===== src/design/fbceg_pkg.sv =====
// Shared types, constants and helper functions for the black-frame check and exposure gain block.
`timescale 1ns / 1ps
`default_nettype none

package fbceg_pkg;

  localparam int MAX_DIM     = 4096;
  localparam int CFG_DIM_W   = 13;
  localparam int CFG_DATA_W  = 13;
  localparam int CFG_IDX_W   = 2;
  localparam int PIX_W       = 32;

  localparam int CNT_W       = $clog2(MAX_DIM * MAX_DIM + 1);
  localparam int POS_W       = $clog2(MAX_DIM * MAX_DIM);
  localparam int COUNT_MAX   = MAX_DIM * MAX_DIM;

  localparam int NUM_SAMPLES = 5;
  localparam int HITS_W      = $clog2(NUM_SAMPLES + 1);

  localparam int QUEUE_DEPTH = 4;
  localparam int QPTR_W      = $clog2(QUEUE_DEPTH);
  localparam int QCNT_W      = $clog2(QUEUE_DEPTH + 1);

  localparam int CH_W        = 8;
  localparam int ADD_W       = 10;
  localparam int SUM_W       = 12;
  localparam logic [SUM_W-1:0] SUM_MAX = '1;

  localparam int CH8_MAX     = 255;
  localparam int CH5_MAX     = 31;
  localparam int CH6_MAX     = 63;

  localparam int BLACK_8     = 90;
  localparam int BLACK_5     = 11;
  localparam int BLACK_6     = 22;

  localparam logic [PIX_W-1:0] ALPHA_FULL = 32'hFF00_0000;

  localparam int GAIN_LIMIT     = 1500;
  localparam int GAIN_TOP       = 3000;
  localparam int GAIN_PRE_SHIFT = 2;
  localparam int GAIN_DIV       = GAIN_LIMIT >> GAIN_PRE_SHIFT;
  localparam int GAIN_SHIFT     = 26;
  localparam int GAIN_MUL       = ((1 << GAIN_SHIFT) + GAIN_DIV - 1) / GAIN_DIV;
  localparam int PROD_W         = CH_W + SUM_W;
  localparam int DIVQ_W         = PROD_W - GAIN_PRE_SHIFT;
  localparam int MUL_W          = $clog2(GAIN_MUL + 1);
  localparam int QUO_W          = PROD_W - $clog2(GAIN_LIMIT) + 1;

  localparam int SCALE_SHIFT = 20;
  localparam int SCALE5_MUL  = CH8_MAX * (((1 << SCALE_SHIFT) + CH5_MAX - 1) / CH5_MAX);
  localparam int SCALE6_MUL  = CH8_MAX * (((1 << SCALE_SHIFT) + CH6_MAX - 1) / CH6_MAX);

  localparam logic [CFG_DIM_W-1:0] RESET_WIDTH  = 13'd64;
  localparam logic [CFG_DIM_W-1:0] RESET_HEIGHT = 13'd64;

  typedef enum logic [CFG_IDX_W-1:0] {
    REG_WIDTH  = 2'd0,
    REG_HEIGHT = 2'd1,
    REG_FORMAT = 2'd2
  } cfg_reg_t;

  typedef enum logic {
    FMT_RGBA = 1'b0,
    FMT_565  = 1'b1
  } pix_fmt_t;

  typedef enum logic {
    KIND_ANALYZE = 1'b0,
    KIND_ADJUST  = 1'b1
  } kind_t;

  typedef struct packed {
    logic [CFG_DIM_W-1:0] width;
    logic [CFG_DIM_W-1:0] height;
    pix_fmt_t             format;
  } cfg_t;

  typedef struct packed {
    kind_t             kind;
    logic              start;
    logic [HITS_W-1:0] hits;
    logic [PIX_W-1:0]  pixel;
  } req_t;

  function automatic logic [CFG_DIM_W-1:0] clamp_dim(input logic [CFG_DIM_W-1:0] d);
    logic [CFG_DIM_W-1:0] r;
    if (d == '0) begin
      r = CFG_DIM_W'(1);
    end else if (32'(d) > MAX_DIM) begin
      r = CFG_DIM_W'(MAX_DIM);
    end else begin
      r = d;
    end
    return r;
  endfunction

  function automatic logic [POS_W-1:0] sample_pos(input logic [CFG_DIM_W-1:0] w,
                                                  input logic [CFG_DIM_W-1:0] h,
                                                  input int idx);
    logic [CFG_DIM_W-1:0]   wc;
    logic [CFG_DIM_W-1:0]   hc;
    logic [CFG_DIM_W-1:0]   row;
    logic [CFG_DIM_W-1:0]   col;
    logic [CFG_DIM_W-1:0]   h14;
    logic [CFG_DIM_W-1:0]   h34;
    logic [CFG_DIM_W-1:0]   w14;
    logic [CFG_DIM_W-1:0]   w34;
    logic [2*CFG_DIM_W-1:0] p;
    wc  = clamp_dim(w);
    hc  = clamp_dim(h);
    h14 = hc >> 2;
    w14 = wc >> 2;
    h34 = CFG_DIM_W'((32'(hc) * 3) >> 2);
    w34 = CFG_DIM_W'((32'(wc) * 3) >> 2);
    case (idx)
      0: begin
        row = hc >> 1;
        col = wc >> 1;
      end
      1: begin
        row = h14;
        col = w14;
      end
      2: begin
        row = h34;
        col = w34;
      end
      3: begin
        row = h14;
        col = w34;
      end
      default: begin
        row = h34;
        col = w14;
      end
    endcase
    p = (2*CFG_DIM_W)'(row) * (2*CFG_DIM_W)'(wc) + (2*CFG_DIM_W)'(col);
    return POS_W'(p);
  endfunction

  function automatic logic [CH_W-1:0] scale5(input logic [4:0] c);
    logic [31:0] p;
    p = 32'(c) * 32'(SCALE5_MUL);
    return CH_W'(p >> SCALE_SHIFT);
  endfunction

  function automatic logic [CH_W-1:0] scale6(input logic [5:0] c);
    logic [31:0] p;
    p = 32'(c) * 32'(SCALE6_MUL);
    return CH_W'(p >> SCALE_SHIFT);
  endfunction

endpackage

`default_nettype wire


===== src/design/fbceg_front.sv =====
// Front end: accepts pixel requests, tracks the pass position and counts sample hits.
`timescale 1ns / 1ps
`default_nettype none

module fbceg_front (
  input  wire logic                         clk,
  input  wire logic                         rst_n,
  input  wire fbceg_pkg::cfg_t              cfg,
  input  wire logic                         in_valid,
  output logic                              in_stall,
  input  wire logic                         in_kind,
  input  wire logic                         in_first_pixel,
  input  wire logic [fbceg_pkg::PIX_W-1:0]  in_pixel_in,
  input  wire logic                         q_full,
  output logic                              q_push,
  output fbceg_pkg::req_t                   q_req
);

  logic [fbceg_pkg::CNT_W-1:0]  cnt_r;
  logic [fbceg_pkg::CNT_W-1:0]  cnt_nxt;
  logic [fbceg_pkg::CNT_W-1:0]  cur;
  logic [fbceg_pkg::POS_W-1:0]  pos_r   [fbceg_pkg::NUM_SAMPLES];
  logic [fbceg_pkg::POS_W-1:0]  fresh   [fbceg_pkg::NUM_SAMPLES];
  logic [fbceg_pkg::POS_W-1:0]  use_pos [fbceg_pkg::NUM_SAMPLES];
  logic                         start;
  logic [fbceg_pkg::HITS_W-1:0] hits;

  always_comb begin
    in_stall = q_full;
    q_push   = in_valid && !q_full;
    start    = in_first_pixel && (fbceg_pkg::kind_t'(in_kind) == fbceg_pkg::KIND_ANALYZE);
    cur      = in_first_pixel ? '0 : cnt_r;
    hits     = '0;
    for (int i = 0; i < fbceg_pkg::NUM_SAMPLES; i++) begin
      fresh[i]   = fbceg_pkg::sample_pos(cfg.width, cfg.height, i);
      use_pos[i] = start ? fresh[i] : pos_r[i];
      if (fbceg_pkg::CNT_W'(use_pos[i]) == cur) begin
        hits = hits + fbceg_pkg::HITS_W'(1);
      end
    end
    cnt_nxt = cnt_r;
    if (q_push) begin
      cnt_nxt = (cur < fbceg_pkg::CNT_W'(fbceg_pkg::COUNT_MAX)) ?
                cur + fbceg_pkg::CNT_W'(1) : cur;
    end
    q_req.kind  = fbceg_pkg::kind_t'(in_kind);
    q_req.start = start;
    q_req.hits  = hits;
    q_req.pixel = in_pixel_in;
  end

  always_ff @(posedge clk) begin
    if (!rst_n) begin
      cnt_r <= '0;
      for (int i = 0; i < fbceg_pkg::NUM_SAMPLES; i++) begin
        pos_r[i] <= fbceg_pkg::sample_pos(fbceg_pkg::RESET_WIDTH, fbceg_pkg::RESET_HEIGHT, i);
      end
    end else begin
      cnt_r <= cnt_nxt;
      if (q_push && start) begin
        for (int i = 0; i < fbceg_pkg::NUM_SAMPLES; i++) begin
          pos_r[i] <= fresh[i];
        end
      end
    end
  end

endmodule

`default_nettype wire


===== src/design/fbceg_queue.sv =====
// Request queue between the front end and the back end.
`timescale 1ns / 1ps
`default_nettype none

module fbceg_queue (
  input  wire logic            clk,
  input  wire logic            rst_n,
  input  wire logic            push,
  input  wire fbceg_pkg::req_t push_data,
  input  wire logic            pop,
  output logic                 head_valid,
  output fbceg_pkg::req_t      head,
  output logic                 full
);

  fbceg_pkg::req_t              mem_r [fbceg_pkg::QUEUE_DEPTH];
  logic [fbceg_pkg::QPTR_W-1:0] wr_ptr_r;
  logic [fbceg_pkg::QPTR_W-1:0] wr_ptr_nxt;
  logic [fbceg_pkg::QPTR_W-1:0] rd_ptr_r;
  logic [fbceg_pkg::QPTR_W-1:0] rd_ptr_nxt;
  logic [fbceg_pkg::QCNT_W-1:0] count_r;
  logic [fbceg_pkg::QCNT_W-1:0] count_nxt;
  logic                         do_push;
  logic                         do_pop;

  always_comb begin
    head_valid = count_r != '0;
    full       = count_r == fbceg_pkg::QCNT_W'(fbceg_pkg::QUEUE_DEPTH);
    head       = mem_r[rd_ptr_r];
    do_push    = push && !full;
    do_pop     = pop && head_valid;
    wr_ptr_nxt = wr_ptr_r;
    rd_ptr_nxt = rd_ptr_r;
    count_nxt  = count_r;
    if (do_push) begin
      wr_ptr_nxt = (wr_ptr_r == fbceg_pkg::QPTR_W'(fbceg_pkg::QUEUE_DEPTH - 1)) ?
                   '0 : wr_ptr_r + fbceg_pkg::QPTR_W'(1);
    end
    if (do_pop) begin
      rd_ptr_nxt = (rd_ptr_r == fbceg_pkg::QPTR_W'(fbceg_pkg::QUEUE_DEPTH - 1)) ?
                   '0 : rd_ptr_r + fbceg_pkg::QPTR_W'(1);
    end
    if (do_push && !do_pop) begin
      count_nxt = count_r + fbceg_pkg::QCNT_W'(1);
    end else if (do_pop && !do_push) begin
      count_nxt = count_r - fbceg_pkg::QCNT_W'(1);
    end
  end

  always_ff @(posedge clk) begin
    if (!rst_n) begin
      wr_ptr_r <= '0;
      rd_ptr_r <= '0;
      count_r  <= '0;
    end else begin
      wr_ptr_r <= wr_ptr_nxt;
      rd_ptr_r <= rd_ptr_nxt;
      count_r  <= count_nxt;
    end
  end

  always_ff @(posedge clk) begin
    if (do_push) begin
      mem_r[wr_ptr_r] <= push_data;
    end
  end

endmodule

`default_nettype wire


===== src/design/fbceg_back.sv =====
// Back end: updates brightness sum and black flag, applies the exposure gain in two stages.
`timescale 1ns / 1ps
`default_nettype none

module fbceg_back (
  input  wire logic                          clk,
  input  wire logic                          rst_n,
  input  wire fbceg_pkg::cfg_t               cfg,
  input  wire logic                          q_valid,
  input  wire fbceg_pkg::req_t               q_head,
  output logic                               q_pop,
  output logic                               out_valid,
  input  wire logic                          out_stall,
  output logic [fbceg_pkg::PIX_W-1:0]        out_pixel_out,
  output logic                               out_is_black,
  output logic [fbceg_pkg::SUM_W-1:0]        out_sample_sum,
  output logic                               out_gain_active
);

  localparam int CH_W   = fbceg_pkg::CH_W;
  localparam int SUM_W  = fbceg_pkg::SUM_W;
  localparam int PROD_W = fbceg_pkg::PROD_W;
  localparam int DIVQ_W = fbceg_pkg::DIVQ_W;
  localparam int MUL_W  = fbceg_pkg::MUL_W;
  localparam int QUO_W  = fbceg_pkg::QUO_W;
  localparam int HIT_W  = fbceg_pkg::ADD_W + fbceg_pkg::HITS_W;

  logic [SUM_W-1:0] sum_r;
  logic [SUM_W-1:0] sum_nxt;
  logic             black_r;
  logic             black_nxt;

  logic                      a_valid_r;
  fbceg_pkg::kind_t          a_kind_r;
  logic                      a_active_r;
  logic [fbceg_pkg::PIX_W-1:0] a_pixel_r;
  logic [PROD_W-1:0]         a_prod_r [3];

  logic                        out_valid_r;
  logic [fbceg_pkg::PIX_W-1:0] out_pixel_r;
  logic                        out_black_r;
  logic [SUM_W-1:0]            out_sum_r;
  logic                        out_active_r;

  logic                      b_take;
  logic                      a_adv;
  logic [CH_W-1:0]           hc [3];
  logic [fbceg_pkg::ADD_W-1:0] add;
  logic                      bright;
  logic [SUM_W-1:0]          base_sum;
  logic                      base_black;
  logic [HIT_W-1:0]          hit_add;
  logic [HIT_W:0]            total;
  logic [SUM_W-1:0]          num;
  logic [PROD_W-1:0]         prod [3];

  logic [CH_W-1:0]           ac [3];
  logic [CH_W-1:0]           cmax [3];
  logic [DIVQ_W+MUL_W-1:0]   qfull [3];
  logic [QUO_W-1:0]          quo [3];
  logic [CH_W-1:0]           adj [3];
  logic [fbceg_pkg::PIX_W-1:0] res;

  always_comb begin
    b_take = !out_valid_r || !out_stall;
    a_adv  = !a_valid_r || b_take;
    q_pop  = q_valid && a_adv;

    if (cfg.format == fbceg_pkg::FMT_565) begin
      hc[0]  = CH_W'(q_head.pixel[15:11]);
      hc[1]  = CH_W'(q_head.pixel[10:5]);
      hc[2]  = CH_W'(q_head.pixel[4:0]);
      add    = fbceg_pkg::ADD_W'(fbceg_pkg::scale5(q_head.pixel[15:11]))
             + fbceg_pkg::ADD_W'(fbceg_pkg::scale6(q_head.pixel[10:5]))
             + fbceg_pkg::ADD_W'(fbceg_pkg::scale5(q_head.pixel[4:0]));
      bright = (hc[0] > CH_W'(fbceg_pkg::BLACK_5)) || (hc[1] > CH_W'(fbceg_pkg::BLACK_6))
            || (hc[2] > CH_W'(fbceg_pkg::BLACK_5));
    end else begin
      hc[0]  = q_head.pixel[7:0];
      hc[1]  = q_head.pixel[15:8];
      hc[2]  = q_head.pixel[23:16];
      add    = fbceg_pkg::ADD_W'(hc[0]) + fbceg_pkg::ADD_W'(hc[1]) + fbceg_pkg::ADD_W'(hc[2]);
      bright = (hc[0] > CH_W'(fbceg_pkg::BLACK_8)) || (hc[1] > CH_W'(fbceg_pkg::BLACK_8))
            || (hc[2] > CH_W'(fbceg_pkg::BLACK_8));
    end

    base_sum   = q_head.start ? '0 : sum_r;
    base_black = q_head.start ? 1'b1 : black_r;
    hit_add    = HIT_W'(q_head.hits) * HIT_W'(add);
    total      = (HIT_W + 1)'(base_sum) + (HIT_W + 1)'(hit_add);
    sum_nxt    = sum_r;
    black_nxt  = black_r;
    if (q_head.kind == fbceg_pkg::KIND_ANALYZE) begin
      sum_nxt   = (total > (HIT_W + 1)'(fbceg_pkg::SUM_MAX)) ? fbceg_pkg::SUM_MAX :
                  SUM_W'(total);
      black_nxt = base_black && !(bright && (q_head.hits != '0));
    end

    num = SUM_W'(fbceg_pkg::GAIN_TOP) - sum_r;
    for (int i = 0; i < 3; i++) begin
      prod[i] = PROD_W'(hc[i]) * PROD_W'(num);
    end
  end

  always_comb begin
    if (cfg.format == fbceg_pkg::FMT_565) begin
      ac[0]   = CH_W'(a_pixel_r[15:11]);
      ac[1]   = CH_W'(a_pixel_r[10:5]);
      ac[2]   = CH_W'(a_pixel_r[4:0]);
      cmax[0] = CH_W'(fbceg_pkg::CH5_MAX);
      cmax[1] = CH_W'(fbceg_pkg::CH6_MAX);
      cmax[2] = CH_W'(fbceg_pkg::CH5_MAX);
    end else begin
      ac[0]   = a_pixel_r[7:0];
      ac[1]   = a_pixel_r[15:8];
      ac[2]   = a_pixel_r[23:16];
      cmax[0] = CH_W'(fbceg_pkg::CH8_MAX);
      cmax[1] = CH_W'(fbceg_pkg::CH8_MAX);
      cmax[2] = CH_W'(fbceg_pkg::CH8_MAX);
    end
    for (int i = 0; i < 3; i++) begin
      qfull[i] = (DIVQ_W + MUL_W)'(a_prod_r[i] >> fbceg_pkg::GAIN_PRE_SHIFT)
               * (DIVQ_W + MUL_W)'(fbceg_pkg::GAIN_MUL);
      quo[i]   = QUO_W'(qfull[i] >> fbceg_pkg::GAIN_SHIFT);
      if (!a_active_r) begin
        adj[i] = ac[i];
      end else if (quo[i] > QUO_W'(cmax[i])) begin
        adj[i] = cmax[i];
      end else begin
        adj[i] = CH_W'(quo[i]);
      end
    end
    if (a_kind_r == fbceg_pkg::KIND_ANALYZE) begin
      res = a_pixel_r;
    end else if (cfg.format == fbceg_pkg::FMT_565) begin
      res = {16'b0, adj[0][4:0], adj[1][5:0], adj[2][4:0]};
    end else begin
      res = fbceg_pkg::ALPHA_FULL | {8'b0, adj[2], adj[1], adj[0]};
    end
  end

  always_ff @(posedge clk) begin
    if (!rst_n) begin
      sum_r       <= '0;
      black_r     <= 1'b1;
      a_valid_r   <= 1'b0;
      out_valid_r <= 1'b0;
    end else begin
      if (q_pop) begin
        sum_r   <= sum_nxt;
        black_r <= black_nxt;
      end
      if (a_adv) begin
        a_valid_r <= q_valid;
      end
      if (b_take) begin
        out_valid_r <= a_valid_r;
      end
    end
  end

  always_ff @(posedge clk) begin
    if (q_pop) begin
      a_kind_r   <= q_head.kind;
      a_pixel_r  <= q_head.pixel;
      a_active_r <= sum_r < SUM_W'(fbceg_pkg::GAIN_LIMIT);
      for (int i = 0; i < 3; i++) begin
        a_prod_r[i] <= prod[i];
      end
    end
    if (a_valid_r && b_take) begin
      out_pixel_r  <= res;
      out_black_r  <= black_r;
      out_sum_r    <= sum_r;
      out_active_r <= sum_r < SUM_W'(fbceg_pkg::GAIN_LIMIT);
    end
  end

  assign out_valid       = out_valid_r;
  assign out_pixel_out   = out_pixel_r;
  assign out_is_black    = out_black_r;
  assign out_sample_sum  = out_sum_r;
  assign out_gain_active = out_active_r;

endmodule

`default_nettype wire


===== src/design/frame_black_check_exposure_gain.sv =====
// Top level of the black-frame check and exposure gain block.
`timescale 1ns / 1ps
`default_nettype none

// Each frame is streamed twice, one pixel request per cycle. Analyze pixels (kind 0) are echoed
// while five sample points update the running brightness sum and black flag; adjust pixels
// (kind 1) come back scaled by (3000 - sum) / 1500 when the sum is below 1500. The block takes
// one request per cycle while in_stall is low and passes each result from the four-entry request
// queue through the gain multiply stage and the reciprocal divide stage that drives the output
// register. in_stall rises only when the queue is full; the queue, the multiply stage and the
// output register hold up to six requests, so a stalled output holds the input side only once
// they are all taken. Register writes apply to the pixel format at once and to the sample points
// at the next analyze first pixel.
module frame_black_check_exposure_gain (
  input  wire logic                              clk,
  input  wire logic                              rst_n,
  input  wire logic                              cfg_we,
  input  wire logic [fbceg_pkg::CFG_IDX_W-1:0]   cfg_index,
  input  wire logic [fbceg_pkg::CFG_DATA_W-1:0]  cfg_data,
  input  wire logic                              in_valid,
  output logic                                   in_stall,
  input  wire logic                              in_kind,
  input  wire logic                              in_first_pixel,
  input  wire logic [fbceg_pkg::PIX_W-1:0]       in_pixel_in,
  output logic                                   out_valid,
  input  wire logic                              out_stall,
  output logic [fbceg_pkg::PIX_W-1:0]            out_pixel_out,
  output logic                                   out_is_black,
  output logic [fbceg_pkg::SUM_W-1:0]            out_sample_sum,
  output logic                                   out_gain_active
);

  fbceg_pkg::cfg_t cfg_r;
  fbceg_pkg::cfg_t cfg_nxt;
  fbceg_pkg::req_t push_req;
  fbceg_pkg::req_t head_req;
  logic            q_push;
  logic            q_pop;
  logic            q_valid;
  logic            q_full;

  always_comb begin
    cfg_nxt = cfg_r;
    if (cfg_we) begin
      case (fbceg_pkg::cfg_reg_t'(cfg_index))
        fbceg_pkg::REG_WIDTH:  cfg_nxt.width  = cfg_data[fbceg_pkg::CFG_DIM_W-1:0];
        fbceg_pkg::REG_HEIGHT: cfg_nxt.height = cfg_data[fbceg_pkg::CFG_DIM_W-1:0];
        fbceg_pkg::REG_FORMAT: cfg_nxt.format = fbceg_pkg::pix_fmt_t'(cfg_data[0]);
        default: ;
      endcase
    end
  end

  always_ff @(posedge clk) begin
    if (!rst_n) begin
      cfg_r.width  <= fbceg_pkg::RESET_WIDTH;
      cfg_r.height <= fbceg_pkg::RESET_HEIGHT;
      cfg_r.format <= fbceg_pkg::FMT_RGBA;
    end else begin
      cfg_r <= cfg_nxt;
    end
  end

  fbceg_front u_front (
    .clk            (clk),
    .rst_n          (rst_n),
    .cfg            (cfg_r),
    .in_valid       (in_valid),
    .in_stall       (in_stall),
    .in_kind        (in_kind),
    .in_first_pixel (in_first_pixel),
    .in_pixel_in    (in_pixel_in),
    .q_full         (q_full),
    .q_push         (q_push),
    .q_req          (push_req)
  );

  fbceg_queue u_queue (
    .clk        (clk),
    .rst_n      (rst_n),
    .push       (q_push),
    .push_data  (push_req),
    .pop        (q_pop),
    .head_valid (q_valid),
    .head       (head_req),
    .full       (q_full)
  );

  fbceg_back u_back (
    .clk             (clk),
    .rst_n           (rst_n),
    .cfg             (cfg_r),
    .q_valid         (q_valid),
    .q_head          (head_req),
    .q_pop           (q_pop),
    .out_valid       (out_valid),
    .out_stall       (out_stall),
    .out_pixel_out   (out_pixel_out),
    .out_is_black    (out_is_black),
    .out_sample_sum  (out_sample_sum),
    .out_gain_active (out_gain_active)
  );

endmodule

`default_nettype wire


===== config.mk =====
export PLATFORM = sky130hd
export DESIGN_NAME = frame_black_check_exposure_gain
export DESIGN_NICKNAME = d
export VERILOG_FILES = /design/src/design/fbceg_pkg.sv /design/src/design/fbceg_front.sv /design/src/design/fbceg_queue.sv /design/src/design/fbceg_back.sv /design/src/design/frame_black_check_exposure_gain.sv
export SDC_FILE = /design/constraint.sdc
export NUM_CORES = 2
export LEC_CHECK = 0
export BUFFER_PORTS_ARGS = -buffer_cell sky130_fd_sc_hd__buf_4
export CAP_MARGIN = 25
export CORE_MARGIN = 1.5
export CORE_UTILIZATION = 45
export CTS_CLUSTER_DIAMETER = 30
export DETAILED_ROUTE_END_ITERATION = 10
export GPL_TIMING_DRIVEN = 0
export PLACE_DENSITY_LB_ADDON = 0.05
export SLEW_MARGIN = 25
export SYNTH_ARGS = -nofsm -noshare
export SYNTH_HDL_FRONTEND = slang
export SYNTH_SLANG_ARGS = --single-unit

===== constraint.sdc =====
create_clock -name clk -period 22.2 [get_ports clk]
set_input_delay 5.55 -clock clk [delete_from_list [all_inputs] [get_ports clk]]
set_output_delay 5.55 -clock clk [all_outputs]
set_load 0.02 [all_outputs]

== Word level (Yosys, flattened, before mapping) ==
Memory sizes are Yosys's and may differ from the RTL's. A register that Yosys moved wholly into a read port is not among the register bits.
Cells that the tools add are included.
Word-level totals
  bits in registers: 154
  bits in latches: 0
  RAM bits: 328
  memory bits (read-only): 0
  bits of input ports: 54
  output and inout port bits: 48
  memories kept: 3
Memory list
  u_queue.mem_r: words 4, width 37, read ports 1, clocked after memory_dff 1, write ports 1, RTL line fbceg_queue.sv:16  | fbceg_pkg::req_t mem_r [fbceg_pkg::QUEUE_DEPTH];
  u_front.pos_r: words 5, width 24, read ports 5, clocked after memory_dff 0, write ports 5, RTL line fbceg_front.sv:22  | logic [fbceg_pkg::POS_W-1:0] pos_r [fbceg_pkg::NUM_SAMPLES];
  u_back.a_prod_r: words 3, width 20, read ports 3, clocked after memory_dff 0, write ports 3, RTL line fbceg_back.sv:37  | logic [PROD_W-1:0] a_prod_r [3];
Operators by class
  add/subtract/negate cells: 25
  $mul: 19
  divide/modulo/power cells: 0
  $lt $le $gt $ge: 14
  eq/ne operators: 10
  shift-type cells: 0
  mux-type cells: 55
  bitwise gates (word level): 7
  reductions and logical operators: 34
Operators with widths (number)
  $mux 24: 13
  $add 24x13->24: 7
  $eq 24x25->1: 5
  $mul 18x18->36 const B: 3
  $mux 13: 8
  $mul 13x13->24: 4
  $mux 32: 2
  $mul 8x12->20: 3
  $mul 5x23->27 const B: 2
  $mux 25: 2
  $add 24x11->24: 2
  $mux 8: 6
  $mul 13x2->15 const B: 3
  $gt 10x8->1: 3
  $mul 6x23->28 const B: 1
  $gt 13x13->1 const B: 2
  $logic_not 13->1: 2
  $add 25x1->25 const B: 1
  $lt 25x25->1 const B: 1
  $add 24x12->24: 1
  $gt 8x7->1 const B: 3
  $mul 11x13->24: 1
  $mul 12x13->24: 1
  $mux 12: 2
  28 further kinds: 86

== Depth between registers and ports, before layout ==
  depth in word-level cells: 16
  mapped depth: 52
  depth with buffers taken out: 49

== Modules after synthesis ==
From an unflattened synthesis, not the netlist that was laid out.
Unflattened totals
  cell total of the unflattened synthesis: 7210
  area, all modules: 69706.9 sq um
By module, submodules not included
  fbceg_back: times used 1, cells an instance 3683, area an instance 36296.1 sq um, sequential area each 4324.1 sq um
  fbceg_front: times used 1, cells an instance 3180, area an instance 26486.7 sq um, sequential area each 4103.9 sq um
  fbceg_queue: times used 1, cells an instance 244, area an instance 5876.9 sq um, sequential area each 4624.4 sq um
  frame_black_check_exposure_gain: times used 1, cells an instance 103, area an instance 1047.3 sq um, sequential area each 540.5 sq um

== Worst setup path before layout ==
OpenSTA, ideal clock, no wires.
  path kind: input-to-reg
  from: input in_first_pixel
  to: memory u_front.pos_r[0][0] (netlist name), enable pin
  library setup time: 0.765 ns
  arrival time: 15.034 ns
  slack: 6.401 ns
  stages on the path: 7
  path buffers: 5
  cells stage by stage: clkbuf_1 > nand2b_1 > buf_6 > clkbuf_1 > buf_1 > clkbuf_1 > o21ai_0
RTL lines
  start: declaration: RTL line frame_black_check_exposure_gain.sv:23  | input wire logic in_first_pixel,
  end: declaration: RTL line fbceg_front.sv:22

==> results.py <==
metrics = {
    "setup_path": {
        "critPathKind": "flop to flop",
        "cp_slowest_cell": "a311oi_1",
        "cpPeakStageDelay_ns": 0.64,
        "end_kind": "flop",
        "crit_top_cell": "inv_1",
        "cp_data_arrival_time_ns": 14.12,
        "required_ns": 22.63,
        "cp_max_fo": 11,
        "start_kind": "flop",
    },
    "grt": {
        "overflow": 0,
        "grt_max_degree": 73,
        "grt_pass1_vias": 54504,
        "grt.total_usage_pct": 26.8,
        "grt_pass1_wl_um": 321000,
        "antenna_found_initial": 4,
    },
    "synth": {
        "synth.distinct_cells": 111,
        "ys.flop_type": "edfxtp_1",
        "synth_edf_count": 402,
        "async_flop_share_pct": 0,
        "syn-num-nets": 9094,
        "yosysSeqAreaShare_pct": 19.6,
        "ys_seq_elements": 478,
        "synthCells": 7182,
        "synth_warnings": 0,
        "avgSynthCellArea_um2": 9.64,
        "syn_area_mm2": 0.0692,
    },
    "routing": {
        "routed_wl_um": 206000,
        "vias": 51994,
        "dr.pass1.iters": 6,
        "viasPerCell": 5.45,
        "drc": 0,
        "wl_per_cell_um": 21.6,
        "first_iter_violations": 3714,
        "antenna_left": 0,
    },
    "clocking": {
        "cts_sinks": 478,
        "ctsHoldBuffers": 0,
        "cts_buffer_depth": 3,
        "postCtsSetupBuffers": 0,
        "cts_tree": "done",
        "numCtsBuffers": 114,
        "htree_num_levels": 3,
        "root_buffer": "clkbuf_16",
        "cts_resized": 0,
        "clk_latency_ns": 0.75,
        "cts.clk_slew.worst_paths_ns": 0.04,
    },
    "sta": {
        "finalMaxSlewViolations": 0,
        "max_freq_mhz": 73.0,
        "finalCritPeriodShare_pct": 61.7,
        "finalCriticalPeriod_ns": 13.69,
        "rsz0062_at_grt": "false",
        "setup_viol": 0,
        "finalClockSkew_ns": 0.0888,
        "tightest_slew_ns": 1.20,
        "fin_setup_tns_ns": 0,
        "hold_viol_final": 0,
        "slew_headroom_pct": 19.6,
    },
    "floorplanning": {
        "core_area_mm2": 0.152,
        "rows": 143,
        "die_h_um": 395,
        "start_util_pct": 45.5,
        "ios": 102,
        "dieArea_mm2": 0.156,
        "die_w_um": 395,
    },
    "place": {
        "placed_area_mm2": 0.0729,
        "io_buffers": 100,
        "numPlacedInstances": 9323,
        "gp_congestion": 0.932,
        "dp_hpwl_um": 169000,
    },
    "status": {
        "outcome": "finished, final reports clean",
    },
    "final_layout": {
        "fin_cells": 9542,
        "utilization_pct": 50.6,
        "fin_area_mm2": 0.0771,
        "layout-drive-gt1-share_pct": 6.32,
        "n_fill_cell": 14321,
        "num-nets-final": 9322,
        "area_growth_pct": 11.4,
    },
    "min_path": {
        "hold_class": "flop to flop",
    },
    "run": {
        "maxCapViolCount": 0,
    },
}
-- routing by layer --
layer	up-vias	part of all wire (%)	GRT usage (%)	wire length (µm)
li1	24272	-	-	-
met1	26006	44	36.1	90000
met2	1454	47	44.4	96900
met5	-	0	0	0
met3	262	5.7	3.35	11800
met4	0	3.5	9.25	7110
-- through the flow --
stage / setup slack [ns] / hold slack [ns]
after global routing: 7.80 / 0.491
after detailed placement: 8.64 / 0.460
final: 8.51 / 0.461
after CTS: 8.60 / 0.465
after global placement: 0.531 / 0.445
after floorplan: 6.40 / 0.406
-- logic make-up after synthesis --
logic type	after synthesis	synth area share, %
AOI/OAI and AO/OA	1045	10.1
xor gates and xnor gates	376	4.83
adders and majority gates	1858	43.0
buffers and inverters	1523	8.33
DFF	478	19.6
muxes	74	1.72
and+or+nand+nor	1828	12.4
-- cells in the mapped netlist (22+ instances only) --
master,number,area [µm²]
o21ai_0,210,1050
a21boi_0,64,480
a21oi_1,258,1290
mux4_2,35,788
xor2_1,133,1160
and2_1,106,663
nor2_1,565,2120
or2_2,31,194
a211o_1,22,193
o21a_1,48,360
xnor2_1,238,2080
a211oi_1,42,315
nand3_1,90,450
a31oi_1,28,175
o21bai_1,26,195
a21o_1,96,721
clkbuf_1,189,709
mux2i_1,32,320
nand4_1,36,225
edfxtp_1,402,12100
nor2b_1,85,532
inv_1,1297,4870
and3_1,36,225
fa_1,866,17300
nand2b_1,92,576
dfxtp_1,76,1520
nor4_1,36,225
nand2_1,570,2140
nor3_1,87,435
ha_1,992,12400
-- flip-flops by register name (all words and copies together), names as in the netlist, 2 cells and up, named ones only --
signal and flops:
u_front.pos_r 120, u_queue.rd_ptr_r 2, u_front.cnt_r 25, u_back.a_prod_r 54, u_queue.mem_r 148, u_back.out_sample_sum 12
u_back.a_pixel_r 32, u_queue.count_r 3, u_back.out_pixel_out 32, cfg_r 27, u_back.sum_r 12, u_queue.wr_ptr_r 2
-- final cells by class --
class	count	area, µm²	area share [%]
repair buffers	112	1050	1.36
inverters	1305	4900	6.36
plain buffers	218	887	1.15
well taps	2030	2540	3.29
clock buffers	126	2940	3.81
multi-input cells	5181	49900	64.8
clock inverters	91	1240	1.61
flip-flops and latches	478	13600	17.6
diodes	1	2.50	0.00325
-- cells in the final DEF (no fill, tap or decap), types with 35 or more instances in the layout --
cell       netlist  routed
dfxtp_1         76      76
a211oi_1        42      42
nand4_1         36      36
a21o_1          96      96
buf_4            5     105
a21boi_0        64      63
and3_1          36      36
nor3_1          87      87
fa_1           866     866
a21oi_1        258     258
nand3_1         90      90
nor2b_1         85      85
xor2_1         133     132
xnor2_1        238     237
clkbuf_1       189     185
inv_1         1297    1296
nor4_1          36      35
ha_1           992     992
nand2b_1        92      92
edfxtp_1       402     402
nand2_1        570     570
o21a_1          48      48
mux4_2          35      35
o21ai_0        210     209
clkbuf_16        0     114
and2_1         106     102
nor2_1         565     564
-- final timing paths --
| path | startpoint | end | slack [ns] | cells after the start |
|---|---|---|---|---|
| setup reg to reg | cfg_r[13]$_SDFFE_PN0P_ | u_queue.mem_r[0][34]$_DFFE_PP_ | 8.51 | 46 |
| setup / recovery | cfg_r[13]$_SDFFE_PN0P_ | u_queue.mem_r[0][34]$_DFFE_PP_ | 8.51 | 46 |
| hold / removal | cfg_r[11]$_SDFFE_PN0P_ | cfg_r[11]$_SDFFE_PN0P_ | 0.46 | 2 |
| hold reg to reg | cfg_r[11]$_SDFFE_PN0P_ | cfg_r[11]$_SDFFE_PN0P_ | 0.46 | 2 |
-- critical path: cells and delay by family, from the launching register on --
kind	cells	cell delay, ns
adder cells (fa/ha/maj)	10	4.11
buffers and inverters	9	1.66
AO/OA/AOI/OAI	10	2.48
flip-flops	1	0.36
XOR/XNOR	3	1.31
AND/OR/NAND/NOR	14	3.51
Power is left out: the tool's default activity adds up to more than one toggle a clock period on the data nets, which glitch-free logic cannot reach.
